## src/sv/ihgt_pkg.sv

```systemverilog
// Shared types, constants and helpers for the IGMPv2 host group table.
// Used by ihgt_slot_table, ihgt_slot_unit and igmp_host_group_table.
package ihgt_pkg;

    localparam int GroupSlots = 8;
    localparam int SlotIdxW   = (GroupSlots > 1) ? $clog2(GroupSlots) : 1;

    localparam logic [2:0] OpJoin      = 3'd0;
    localparam logic [2:0] OpLeave     = 3'd1;
    localparam logic [2:0] OpQuery     = 3'd2;
    localparam logic [2:0] OpTick      = 3'd3;
    localparam logic [2:0] OpReportAll = 3'd4;
    localparam logic [2:0] OpLeaveAll  = 3'd5;

    localparam logic       KindReport = 1'b0;
    localparam logic       KindLeave  = 1'b1;

    localparam logic [31:0] AllSystemsGroup = 32'hE000_0001;
    localparam logic [7:0]  MulticastMask   = 8'hE0;
    localparam logic [7:0]  QueryVerIhl     = 8'h45;
    localparam logic [7:0]  QueryType       = 8'h11;
    localparam logic [7:0]  JoinDelayTicks  = 8'd2;
    localparam logic [7:0]  ReportAllMax    = 8'(500 / 100);
    localparam logic [15:0] LfsrTaps        = 16'hB400;

    localparam logic [15:0] SeedReset  = 16'd1;
    localparam logic        RegSeedIdx = 1'b0;

    typedef enum logic [1:0] {
        MODE_NON_MEMBER = 2'd0,
        MODE_DELAYING   = 2'd1,
        MODE_IDLE       = 2'd2
    } mode_t;

    typedef struct packed {
        logic [2:0]  operation;
        logic [31:0] group_ip;
        logic [7:0]  version_and_header_length;
        logic [7:0]  message_type;
        logic [7:0]  max_response_time;
    } ihgt_req_t;

    typedef struct packed {
        logic        message_kind;
        logic [31:0] target_group;
        logic [15:0] packet_id;
        logic        last;
    } ihgt_rsp_t;

    typedef struct packed {
        logic [31:0] addr;
        logic [7:0]  timer;
        mode_t       mode;
    } ihgt_slot_t;

    typedef struct packed {
        ihgt_slot_t  slot;
        logic        emit;
        logic        kind;
        logic [31:0] group;
        logic        stop;
        logic        lfsr_step;
    } ihgt_unit_res_t;

    // 16 = 1 mod 5, so nibble sums keep the residue
    function automatic logic [2:0] mod5(input logic [15:0] v);
        logic [5:0] s;
        logic [4:0] r;
        s = 6'(v[3:0]) + 6'(v[7:4]) + 6'(v[11:8]) + 6'(v[15:12]);
        r = 5'(s[5:4]) + 5'(s[3:0]);
        if (r >= 5'd10)
        begin
            r = r - 5'd10;
        end
        if (r >= 5'd5)
        begin
            r = r - 5'd5;
        end
        return r[2:0];
    endfunction

endpackage

```

## src/sv/igmp_host_group_table.sv

```systemverilog
// Top level of the IGMPv2 host group table: sequencer, counters, LFSR, APB.
// Depends on ihgt_pkg, ihgt_slot_table and ihgt_slot_unit.
//
// Usage:
//   An operation beat is taken when start is high and busy is low. The
//   sequencer then walks the slots one per cycle through the shared slot
//   unit; join and leave finish early at the slot that acts. busy stays
//   high through the walk and drops in the cycle that shows the final message.
//   Each report or leave message is a beat on rsp, marked by rsp_valid for
//   exactly one cycle; rsp.last marks the final beat of an operation. One
//   message is held back a slot so that last is known when it goes out.
//   The receiver cannot stall: every beat must be taken when shown.
//   Reset clears the table, the packet id counter and loads seed 1 into
//   the LFSR. The APB register at address 0 holds random_seed; a write also
//   reloads the LFSR; the user must write only while busy is low, unenforced.
module igmp_host_group_table (
    input  logic                clk,
    input  logic                rst_n,
    input  logic                start,
    output logic                busy,
    input  ihgt_pkg::ihgt_req_t req,
    output logic                rsp_valid,
    output ihgt_pkg::ihgt_rsp_t rsp,
    input  logic                psel,
    input  logic                penable,
    input  logic                pwrite,
    input  logic [2:0]          paddr,
    input  logic [31:0]         pwdata,
    output logic [31:0]         prdata,
    output logic                pready
);
    import ihgt_pkg::*;

    typedef enum logic [1:0] {
        ST_IDLE,
        ST_SCAN,
        ST_FLUSH
    } state_t;

    localparam logic [SlotIdxW-1:0] LastSlot = SlotIdxW'(GroupSlots - 1);

    state_t              state_reg;
    logic [SlotIdxW-1:0] idx_reg;
    ihgt_req_t           req_reg;
    logic [15:0]         counter_reg;
    logic [15:0]         lfsr_reg;
    logic [15:0]         seed_reg;
    logic                pend_valid_reg;
    ihgt_rsp_t           pend_reg;
    logic                rsp_valid_reg;
    ihgt_rsp_t           rsp_reg;

    ihgt_slot_t          cur_slot;
    ihgt_unit_res_t      ures;
    logic [15:0]         lfsr_adv;
    logic                cfg_wr;
    logic                scan_end;

    assign busy      = (state_reg != ST_IDLE);
    assign rsp_valid = rsp_valid_reg;
    assign rsp       = rsp_reg;
    assign pready    = 1'b1;
    assign prdata    = (paddr[2] == RegSeedIdx) ? {16'd0, seed_reg} : 32'd0;
    assign cfg_wr    = psel && penable && pwrite && (paddr[2] == RegSeedIdx);
    assign lfsr_adv  = {1'b0, lfsr_reg[15:1]} ^ (lfsr_reg[0] ? LfsrTaps : 16'd0);
    assign scan_end  = ures.stop || (idx_reg == LastSlot);

    ihgt_slot_table u_table (
        .clk     (clk),
        .rst_n   (rst_n),
        .rd_idx  (idx_reg),
        .rd_slot (cur_slot),
        .wr_en   (state_reg == ST_SCAN),
        .wr_idx  (idx_reg),
        .wr_slot (ures.slot)
    );

    ihgt_slot_unit u_unit (
        .req      (req_reg),
        .slot     (cur_slot),
        .lfsr_adv (lfsr_adv),
        .res      (ures)
    );

    always_ff @(posedge clk or negedge rst_n)
    begin
        if (!rst_n)
        begin
            state_reg      <= ST_IDLE;
            idx_reg        <= '0;
            counter_reg    <= 16'd0;
            lfsr_reg       <= SeedReset;
            seed_reg       <= SeedReset;
            pend_valid_reg <= 1'b0;
            rsp_valid_reg  <= 1'b0;
        end
        else
        begin
            rsp_valid_reg <= 1'b0;
            if (cfg_wr)
            begin
                seed_reg <= pwdata[15:0];
                lfsr_reg <= pwdata[15:0];
            end
            case (state_reg)
                ST_IDLE:
                begin
                    if (start)
                    begin
                        req_reg   <= req;
                        idx_reg   <= '0;
                        state_reg <= ST_SCAN;
                    end
                end
                ST_SCAN:
                begin
                    if (ures.lfsr_step)
                    begin
                        lfsr_reg <= lfsr_adv;
                    end
                    if (ures.emit)
                    begin
                        // release the held beat, hold the new one
                        if (pend_valid_reg)
                        begin
                            rsp_valid_reg <= 1'b1;
                            rsp_reg       <= pend_reg;
                        end
                        pend_valid_reg <= 1'b1;
                        pend_reg       <= '{message_kind: ures.kind, target_group: ures.group,
                                            packet_id: counter_reg, last: 1'b0};
                        counter_reg    <= counter_reg + 16'd1;
                    end
                    if (scan_end)
                    begin
                        state_reg <= ST_FLUSH;
                    end
                    else
                    begin
                        idx_reg <= idx_reg + SlotIdxW'(1);
                    end
                end
                ST_FLUSH:
                begin
                    if (pend_valid_reg)
                    begin
                        rsp_valid_reg <= 1'b1;
                        rsp_reg       <= '{message_kind: pend_reg.message_kind,
                                           target_group: pend_reg.target_group,
                                           packet_id: pend_reg.packet_id, last: 1'b1};
                    end
                    pend_valid_reg <= 1'b0;
                    state_reg      <= ST_IDLE;
                end
                default:
                begin
                    state_reg <= ST_IDLE;
                end
            endcase
        end
    end

endmodule

```

## src/sv/ihgt_slot_table.sv

```systemverilog
// Slot register file of the group table: one read and one write port.
// Depends on ihgt_pkg.
module ihgt_slot_table (
    input  logic                                clk,
    input  logic                                rst_n,
    input  logic [ihgt_pkg::SlotIdxW-1:0]       rd_idx,
    output ihgt_pkg::ihgt_slot_t                rd_slot,
    input  logic                                wr_en,
    input  logic [ihgt_pkg::SlotIdxW-1:0]       wr_idx,
    input  ihgt_pkg::ihgt_slot_t                wr_slot
);
    import ihgt_pkg::*;

    ihgt_slot_t slot_reg [GroupSlots];

    assign rd_slot = slot_reg[rd_idx];

    always_ff @(posedge clk or negedge rst_n)
    begin
        if (!rst_n)
        begin
            for (int i = 0; i < GroupSlots; i++)
            begin
                slot_reg[i] <= '{addr: 32'd0, timer: 8'd0, mode: MODE_NON_MEMBER};
            end
        end
        else if (wr_en)
        begin
            slot_reg[wr_idx] <= wr_slot;
        end
    end

endmodule

```

## src/sv/ihgt_slot_unit.sv

```systemverilog
// Shared per-slot update unit: applies one operation to one slot.
// Depends on ihgt_pkg.
module ihgt_slot_unit (
    input  ihgt_pkg::ihgt_req_t     req,
    input  ihgt_pkg::ihgt_slot_t    slot,
    input  logic [15:0]             lfsr_adv,
    output ihgt_pkg::ihgt_unit_res_t res
);
    import ihgt_pkg::*;

    logic       join_ok;
    logic       query_ok;
    logic       selected;
    logic [7:0] delay;
    logic [7:0] rand_t;
    logic [2:0] rand_m;
    logic       arm;

    assign join_ok  = (req.group_ip[31:24] & MulticastMask) == MulticastMask;
    assign query_ok = (req.version_and_header_length == QueryVerIhl) &&
                      (req.message_type == QueryType);
    assign selected = (slot.addr != 32'd0) &&
                      ((req.group_ip == AllSystemsGroup) ||
                       (slot.addr == req.group_ip));
    assign delay    = 8'(9'd1 + {2'b00, req.max_response_time[7:1]});
    assign rand_m   = mod5(lfsr_adv);
    assign rand_t   = (rand_m == 3'd0) ? 8'd1 : 8'(rand_m);
    assign arm      = (slot.mode == MODE_IDLE) ||
                      ((slot.mode == MODE_DELAYING) &&
                       ((slot.timer == 8'd0) || (slot.timer > ReportAllMax)));

    always_comb
    begin
        res           = '0;
        res.slot      = slot;
        res.kind      = KindReport;
        res.group     = slot.addr;
        case (req.operation)
            OpJoin:
            begin
                res.group = req.group_ip;
                if (join_ok)
                begin
                    if (slot.addr == req.group_ip)
                    begin
                        res.stop = 1'b1;
                    end
                    else if (slot.addr == 32'd0)
                    begin
                        res.slot = '{addr: req.group_ip, timer: JoinDelayTicks,
                                     mode: MODE_DELAYING};
                        res.emit = 1'b1;
                        res.stop = 1'b1;
                    end
                end
            end
            OpLeave:
            begin
                res.kind = KindLeave;
                if ((req.group_ip != 32'd0) && (slot.addr == req.group_ip))
                begin
                    res.slot = '{addr: 32'd0, timer: 8'd0, mode: MODE_NON_MEMBER};
                    res.emit = 1'b1;
                    res.stop = 1'b1;
                end
            end
            OpQuery:
            begin
                if (query_ok && selected)
                begin
                    if (slot.mode == MODE_DELAYING)
                    begin
                        if (req.max_response_time < slot.timer)
                        begin
                            res.slot.timer = delay;
                        end
                    end
                    else
                    begin
                        res.slot.mode  = MODE_DELAYING;
                        res.slot.timer = delay;
                    end
                end
            end
            OpTick:
            begin
                if (slot.timer != 8'd0)
                begin
                    res.slot.timer = slot.timer - 8'd1;
                    if ((slot.timer == 8'd1) && (slot.mode == MODE_DELAYING) &&
                        (slot.addr != AllSystemsGroup))
                    begin
                        res.slot.mode = MODE_IDLE;
                        res.emit      = 1'b1;
                    end
                end
            end
            OpReportAll:
            begin
                if (arm)
                begin
                    res.lfsr_step  = 1'b1;
                    res.slot.timer = rand_t;
                    res.slot.mode  = MODE_DELAYING;
                end
            end
            OpLeaveAll:
            begin
                res.kind = KindLeave;
                if (slot.addr != 32'd0)
                begin
                    res.slot = '{addr: 32'd0, timer: 8'd0, mode: MODE_NON_MEMBER};
                    res.emit = 1'b1;
                end
            end
            default:
            begin
                res.stop = 1'b1;
            end
        endcase
    end

endmodule
```

## config.mk

```make
export PLATFORM = sky130hd
export DESIGN_NAME = igmp_host_group_table
export DESIGN_NICKNAME = d
export VERILOG_FILES = /design/src/sv/ihgt_pkg.sv /design/src/sv/igmp_host_group_table.sv /design/src/sv/ihgt_slot_table.sv /design/src/sv/ihgt_slot_unit.sv
export SDC_FILE = /design/constraint.sdc
export NUM_CORES = 1
export LEC_CHECK = 0
export ABC_CLOCK_PERIOD_IN_PS = 10150
export BUFFER_PORTS_ARGS = -buffer_cell sky130_fd_sc_hd__buf_2
export CAP_MARGIN = 20
export CORE_MARGIN = 5
export CORE_UTILIZATION = 25
export CTS_CLUSTER_DIAMETER = 60
export CTS_CLUSTER_SIZE = 14
export DETAILED_ROUTE_END_ITERATION = 10
export SLEW_MARGIN = 20
export SYNTH_ARGS = -nofsm -noshare
export SYNTH_HDL_FRONTEND = slang
export SYNTH_SLANG_ARGS = --single-unit
```

## constraint.sdc

```tcl
create_clock -name clk -period 10.15 [get_ports clk]
set_input_delay 0 -clock clk [delete_from_list [all_inputs] [get_ports clk]]
set_output_delay 0 -clock clk [all_outputs]
set_load 0.05 [all_outputs]
```

==> results of run 1 <==
## power groups by stage
stage,sequential [µW],clock (µW),combinational (µW)
after floorplan,2960,0,4250
after detailed placement,2990,0,5440
final,2950,1760,5560
after global routing,2990,1890,6250
after global placement,2980,0,5340
after CTS,2940,1810,5510
## layout by cell type (no fill, tap or decap), types with 45 or more instances in the layout
cell type / synthesis / final
nand2_1: 436 / 432
dfrtp_1: 389 / 387
o21ai_0: 291 / 291
nor2_1: 180 / 179
edfxtp_1: 158 / 158
buf_2: 25 / 148
dlygate4sd3_1: 0 / 94
a21oi_1: 93 / 93
mux2i_1: 77 / 77
a31oi_1: 54 / 54
clkbuf_16: 0 / 49
mux4_2: 45 / 45
## per-stage QoR
stage                     power (µW)  instance area [µm²]
final                          10300                30200
after global routing           11100                30200
after CTS                      10300                30200
after detailed placement        8430                27800
after global placement          8320                27800
after floorplan                 7210                25800
## worst max-delay path, stage by stage, from the launching register on
cell and delay, ns:
dfrtp_2 0.34, buf_4 0.32, buf_4 0.61, and2_0 0.67, buf_4 0.38, a22oi_1 0.10
and3_1 0.27, xnor2_1 0.15, nand4_1 0.13, nor4_2 0.79, a32o_2 0.71, o21ai_2 0.40
a21oi_1 0.42, and2_2 0.30, buf_4 0.52
## routing by layer
layer	vias to the layer above	track usage, %	share of wire (%)
li1	8874	-	-
met1	9235	16.5	43
met2	473	22.2	50
met3	105	1.88	4.7
met4	0	3.62	2.3
met5	-	0	0
## cell type report
| cell class | instances | area [µm²] | share of cell area (%) |
|---|---|---|---|
| timing repair buffer | 275 | 1960 | 6.49 |
| inverter | 46 | 173 | 0.572 |
| tap | 1368 | 1710 | 5.67 |
| clock inverter | 10 | 109 | 0.360 |
| multi-input combinational | 1655 | 10400 | 34.5 |
| sequential | 549 | 14500 | 48.1 |
| clock buffer | 70 | 1310 | 4.32 |
## how the worst max path moves through the flow
stage	startpoint	to	slack [ns]	cells after the start
after global placement	idx_reg[1]	pend_reg[33]	3.55	14
final	idx_reg[1]	pend_reg[30]	3.53	14
after floorplan	idx_reg[2]	rsp[0]	2.39	16
after global routing	idx_reg[1]	pend_reg[23]	3.20	14
after CTS	idx_reg[1]	pend_reg[33]	3.48	14
after detailed placement	idx_reg[1]	pend_reg[29]	3.49	14
## logic make-up (layout without fill, tap and decap cells)
kind of cell	Yosys count	in the layout
adders and majority gates	36	36
other	2	17
buffers and inverters	197	401
muxes	149	149
DFF	549	549
xor gates and xnor gates	61	61
AOI/OAI and AO/OA	591	591
and+or+nand+nor	801	801
## repair_timing
item	CTS	global route
endpoints found under the setup margin	0	0
endpoints found under the hold margin	178	0
gates resized for setup	0	0
hold buffers	94	0
==> flow_summary_export.csv, run 1 <==
group,metric,value,unit
outcome,status,"finished clean",
pwr,ir_drop,0.000946,V
synthesis,synth-seq-cells,549,
clock_network,post_cts_buffers,0,
synthesis,syn_area,25700,µm²
pwr,power_per_cell_area,340,nW/µm²
clock_network,htreeDepth,2,
synthesis,yosysSeqAreaShare,56.4,%
placed_design,hpwl,46400,µm
sta,rsz0062_at_grt,"no",
clock_network,insertion_delay,0.62,ns
floorplan,rows,117,
synthesis,yosys_warnings,0,
synthesis,synth_xor_area_share,2.07,%
layout,final_core_util,29.6,%
layout,fin_cells,3973,
layout,largest_reg_flops,336,
critical_path,worstSetupEndpointType,"register",
critical_path,r2r_slack,3.53,ns
pwr,seq_power_share,28.7,%
route,vias,18700,
sta,hold_viol_final,0,
critical_path,path_max_fanout,45,
synthesis,ys_types,95,
route,drtPass1Iterations,7,
synthesis,ys_async_sr_fraction,71.2,%
sta,relSlewSlack,24.5,%
sta,setup_tns,0,ns
synthesis,synth-edff-count,158,
synthesis,synth_top_family_by_area,"compound AO/OA/AOI/OAI gates",
floorplan,start_util,25.2,%
job,drv_cap,0,
sta,tightest_slew,1.13,ns
pwr,internal_power,5790,µW
global_routing,grt_pass1_wl,110000,µm
critical_path,worst_setup_path_start_kind,"register",
pwr,clockPowerShare,17.2,%
layout,areaGrowthSynthToFinish,17.3,%
synthesis,synth-compound-area-share,14.1,%
pwr,p_sw,4470,µW
sta,skew,0.0281,ns
sta,fmax,151,MHz
global_routing,grt_pass1_vias,18600,
critical_path,rr_worst_depth,14,
synthesis,synthTopCellsByArea,"dfrtp_1, edfxtp_1, nand2_1",
placed_design,io_buffers,149,
sta,min_period_over_period,65.2,%
placed_design,gp_congestion,0.865,
clock_network,clock_sinks,549,
critical_path,cp.arrival,6.86,ns
critical_path,timing.rr.start,"idx_reg[1]",
floorplan,fp.coreArea,102000,µm²
clock_network,cts_buffers,48,
route,wire_per_inst,17.9,µm
global_routing,grt-ovfl-total,0,
sta,hold_slack,0.000368,ns
global_routing,grt_util_all_layers,12.7,%
global_routing,grt_max_degree,129,
synthesis,yosysTopAreaCell,"dfrtp_1",
synthesis,synth-main-ff-cell,"dfrtp_1",
synthesis,post-synth-top-count-cell,"nand2_1",
placed_design,place_ws,3.49,ns
synthesis,synthMuxAreaShare,8.19,%
synthesis,synth_common_cells,"nand2_1, dfrtp_1, o21ai_0",
sta,period_minus_slack,6.62,ns
route,detail-route-antenna-nets,0,
pwr,p_leak,0.0123,µW
placed_design,dp.cells,3797,
synthesis,synth_cells,2386,
synthesis,synthAdderAreaFrac,1.95,%
critical_path,reg2reg_to,"pend_reg[30]",
global_routing,antenna_found_initial,0,
route,viasPerCell,4.70,
route,drt_iter0_drc,1501,
sta,maxSlewViolCount,0,
critical_path,required,10.39,ns
sta,layout_setup_ws,3.53,ns
pwr,p_sw_share,43.6,%
layout,num_antenna_cells,0,
route,post-route-drc-count,0,
floorplan,io_pins,185,
route,wl,71000,µm
clock_network,tritoncts,"built",
synthesis,synth_top_area_share,37.8,%
sta,setup_viol,0,
floorplan,dieArea,110000,µm²
synthesis,avgSynthCellArea,10.8,µm²
pwr,p_comb_share,54.1,%
floorplan,die_w,331,µm
synthesis,synth-simple-area-share,13.6,%
critical_path,critical_path_class,"register to register",
layout,nets,2711,
layout,fillCellCount,10500,
layout,drive_gt1_share,14.1,%
clock_network,clockBufferDepth,3,
clock_network,clockRootBuffer,"clkbuf_16",
clock_network,clkSlewWorstSetupHoldPaths,0.07,ns
hold_path,hold_class,"input pin to asynchronous set/reset pin",
floorplan,die_y,331,µm
Power figures use the tool's default switching activity.
==> run 2, diff against run 1 <==
--- a/config.mk
+++ b/config.mk
@@ -5,7 +5,8 @@
 export SDC_FILE = /design/constraint.sdc
 export NUM_CORES = 1
 export LEC_CHECK = 0
-export ABC_CLOCK_PERIOD_IN_PS = 10150
+export ABC_AREA = 1
+export ABC_CLOCK_PERIOD_IN_PS = 5500
 export BUFFER_PORTS_ARGS = -buffer_cell sky130_fd_sc_hd__buf_2
 export CAP_MARGIN = 20
 export CORE_MARGIN = 5
==> constraint.sdc (replaced) <==
create_clock -name clk -period 5.5 [get_ports clk]
set_input_delay 0 -clock clk [delete_from_list [all_inputs] [get_ports clk]]
set_output_delay 0 -clock clk [all_outputs]
set_load 0.05 [all_outputs]
==> run 2 against run 1 <==
  * Synthesized area is 5.8% higher
  * Clock skew up 0.052 ns
  * Fmax up 27%
  * Cell count up 25%
  * Non-clock buffer count is 14 higher
  * Global-route usage rose by 0.46 points
  * Hold slack improved by 0.042 ns
  * Design area grew 8.2%
  * Worst setup slack worse by 3.2 ns
  * Critical path depth up 18
  * Synthesized cell count is 39% higher
==> flow_summary_export.csv, run 2 <==
group,metric,value,unit
synthesis,ys_async_sr_fraction,71.2,%
synthesis,synthMuxAreaShare,0,%
global_routing,globalRouteMet1Util,18.3,%
sta,min_period_over_period,94.5,%
hold_path,whs_endpoint,"req_reg[48]",
global_routing,antenna_found_initial,0,
synthesis,yosysTopAreaCell,"dfrtp_1",
floorplan,die_w,340,µm
sta,maxSlewViolCount,0,
global_routing,grt_util_all_layers,13.2,%
global_routing,grt_max_degree,148,
critical_path,rr_worst_depth,32,
layout,areaGrowthSynthToFinish,20.0,%
floorplan,rows,121,
sta,relSlewSlack,29.1,%
hold_path,hold_path_depth,2,
critical_path,required,6.04,ns
synthesis,synth-edff-count,158,
floorplan,io_pins,185,
route,post-route-drc-count,0,
layout,mostFrequentLayoutCells,"nand2_1, inv_1, dfrtp_1",
critical_path,cp_common_cell,"nand2_1",
global_routing,grtUsageMet2,21.1,%
synthesis,synth_top_area_share,35.7,%
route,wl,78900,µm
layout,register_area,14500,µm²
route,drtPass1Iterations,7,
placed_design,io_buffers,149,
clock_network,clockRootBuffer,"clkbuf_16",
clock_network,tritoncts,"built",
synthesis,post-synth-top-count-cell,"nand2_1",
placed_design,hpwl,50200,µm
layout,final_core_util,30.1,%
floorplan,fp.coreArea,109000,µm²
sta,setup_tns,0,ns
synthesis,synth-seq-cells,549,
sta,setup_viol,0,
synthesis,synth_xor_area_share,1.29,%
clock_network,clkSlewWorstSetupHoldPaths,0.07,ns
synthesis,syn_area,27200,µm²
outcome,status,"finished clean",
critical_path,crit_family,"adder cells",
sta,period_minus_slack,5.20,ns
global_routing,grt.busiest_layer,"met2",
sta,fmax,192,MHz
clock_network,clockBufferDepth,3,
clock_network,clock_sinks,549,
hold_path,hold_path.startpoint,"req[48]",
route,detail-route-antenna-nets,0,
route,vias,22400,
layout,nets,3648,
clock_network,htreeDepth,2,
layout,num_antenna_cells,0,
floorplan,dieArea,116000,µm²
clock_network,cts_buffers,59,
sta,tightest_slew,1.06,ns
layout,drive_gt1_share,12.4,%
critical_path,timing.rr.start,"lfsr_reg[5]",
critical_path,path_max_fanout,8,
synthesis,synthTopCellsByArea,"dfrtp_1, edfxtp_1, nand2_1",
route,drt_iter0_drc,1927,
floorplan,die_y,340,µm
sta,hold_viol_final,0,
critical_path,critical_path_buf_inv_count,4,
synthesis,ys_types,48,
synthesis,synth_common_cells,"nand2_1, inv_1, dfrtp_1",
synthesis,synth-compound-area-share,10.4,%
pwr,power_per_cell_area,705,nW/µm²
layout,layout_commonest_cell,"nand2_1",
critical_path,reg2reg_to,"u_table.slot_reg[212]",
sta,skew,0.0803,ns
synthesis,synth_cells,3310,
global_routing,grt_pass1_wl,123000,µm
critical_path,critical_path_class,"register to register",
synthesis,avgSynthCellArea,8.23,µm²
synthesis,synth-main-ff-cell,"dfrtp_1",
route,wire_per_inst,15.9,µm
layout,fillCellCount,11300,
critical_path,cp_slowest_stage_delay,0.59,ns
critical_path,worst_setup_path_start_kind,"register",
placed_design,gp_congestion,0.857,
synthesis,synthAdderAreaFrac,1.85,%
synthesis,synth-simple-area-share,24.4,%
critical_path,cp.arrival,5.73,ns
pwr,p_leak,0.0151,µW
synthesis,yosysSeqAreaShare,53.4,%
synthesis,synth_top_family_by_area,"simple AND/OR/NAND/NOR gates",
global_routing,met3_usage,2.28,%
job,drv_cap,0,
route,viasPerCell,4.49,
critical_path,worstSetupEndpointType,"register",
clock_network,insertion_delay,0.68,ns
layout,largest_reg_flops,336,
floorplan,start_util,25.1,%
layout,multiInputGateArea,10600,µm²
synthesis,yosys_warnings,0,
global_routing,grt_pass1_vias,21200,
global_routing,grt-ovfl-total,0,
hold_path,hold_class,"input pin to register",
critical_path,r2r_slack,0.30,ns
pwr,ir_drop,0.00197,V
critical_path,cpMaxStageDelayCell,"fa_2",
-- run 2: changes by cell type after synthesis, sizes merged, moves of 24 or more --
cell	delta
inv	+366
a21oi	-80
mux4	-45
nand3	+174
buf	+35
nand2	+673
o21ai	+140
a31oi	-56
a22oi	-32
nor2	+34
mux2i	-80
mux2	-24
-- run 2: what timing repair did --
action / 4_1_cts / 5_1_grt
hold buffers: 80 / 0
setup buffers: 0 / 7
cloned: 0 / 0
endpoints found under the setup margin: 16 / 24
pin swaps: 0 / 12
resized for setup: 3 / 25
endpoints found under the hold margin: 218 / 0
-- run 2: per-layer routing --
layer  wire, µm  vias to the layer above
met2      35400                      649
met4       2630                        0
met5          0                        -
met3       4920                      143
met1      35900                    10600
li1           -                    10900
-- run 2: per-stage QoR --
| step | cells | power, µW | setup WS [ns] | cell area [µm²] | hold slack (ns) |
|---|---|---|---|---|---|
| 2_1_floorplan | 3325 | 14000 | 0.396 | 27300 | -0.296 |
| 3_3_place_gp | 4778 | 16400 | 0.0343 | 29600 | -0.0814 |
| 3_5_place_dp | 4778 | 16700 | -0.155 | 29600 | -0.0810 |
| 4_1_cts | 4968 | 21200 | 0.0265 | 32500 | 0.00195 |
| 5_1_grt | 4975 | 24800 | -0.0420 | 32700 | 0.0158 |
| 6_report | 4975 | 23000 | 0.304 | 32700 | 0.0420 |
-- run 2: final cells by class --
class / instances / share of cell area, %
sequential: 549 / 44.5
multi-input combinational: 2198 / 32.4
timing repair buffer: 289 / 6.55
tap: 1414 / 5.41
clock buffer: 77 / 4.85
inverter: 415 / 4.77
clock inverter: 33 / 1.53
-- run 2: how the worst max path moves through the flow --
stage | start | end | slack [ns] | cells after the start
2_1_floorplan | idx_reg[0] | rsp[0] | 0.40 | 20
3_3_place_gp | lfsr_reg[3] | u_table.slot_reg[212] | 0.03 | 33
3_5_place_dp | lfsr_reg[5] | u_table.slot_reg[296] | -0.15 | 33
4_1_cts | lfsr_reg[5] | u_table.slot_reg[212] | 0.03 | 33
5_1_grt | lfsr_reg[5] | u_table.slot_reg[128] | -0.04 | 34
6_report | lfsr_reg[5] | u_table.slot_reg[212] | 0.30 | 32
-- run 2: cell families after synthesis --
family	after synthesis
adders and majority gates	36
DFF	549
other	2
buffers and inverters	578
AOI/OAI and AO/OA	508
xor gates and xnor gates	40
and+or+nand+nor	1597
-- run 2: where the power goes --
group | internal [µW] | switching [µW] | leakage, µW
sequential | 4990 | 367 | 0.00677
combinational | 4880 | 8580 | 0.00738
clock | 2380 | 1830 | 0.000997
total | 12200 | 10800 | 0.0151
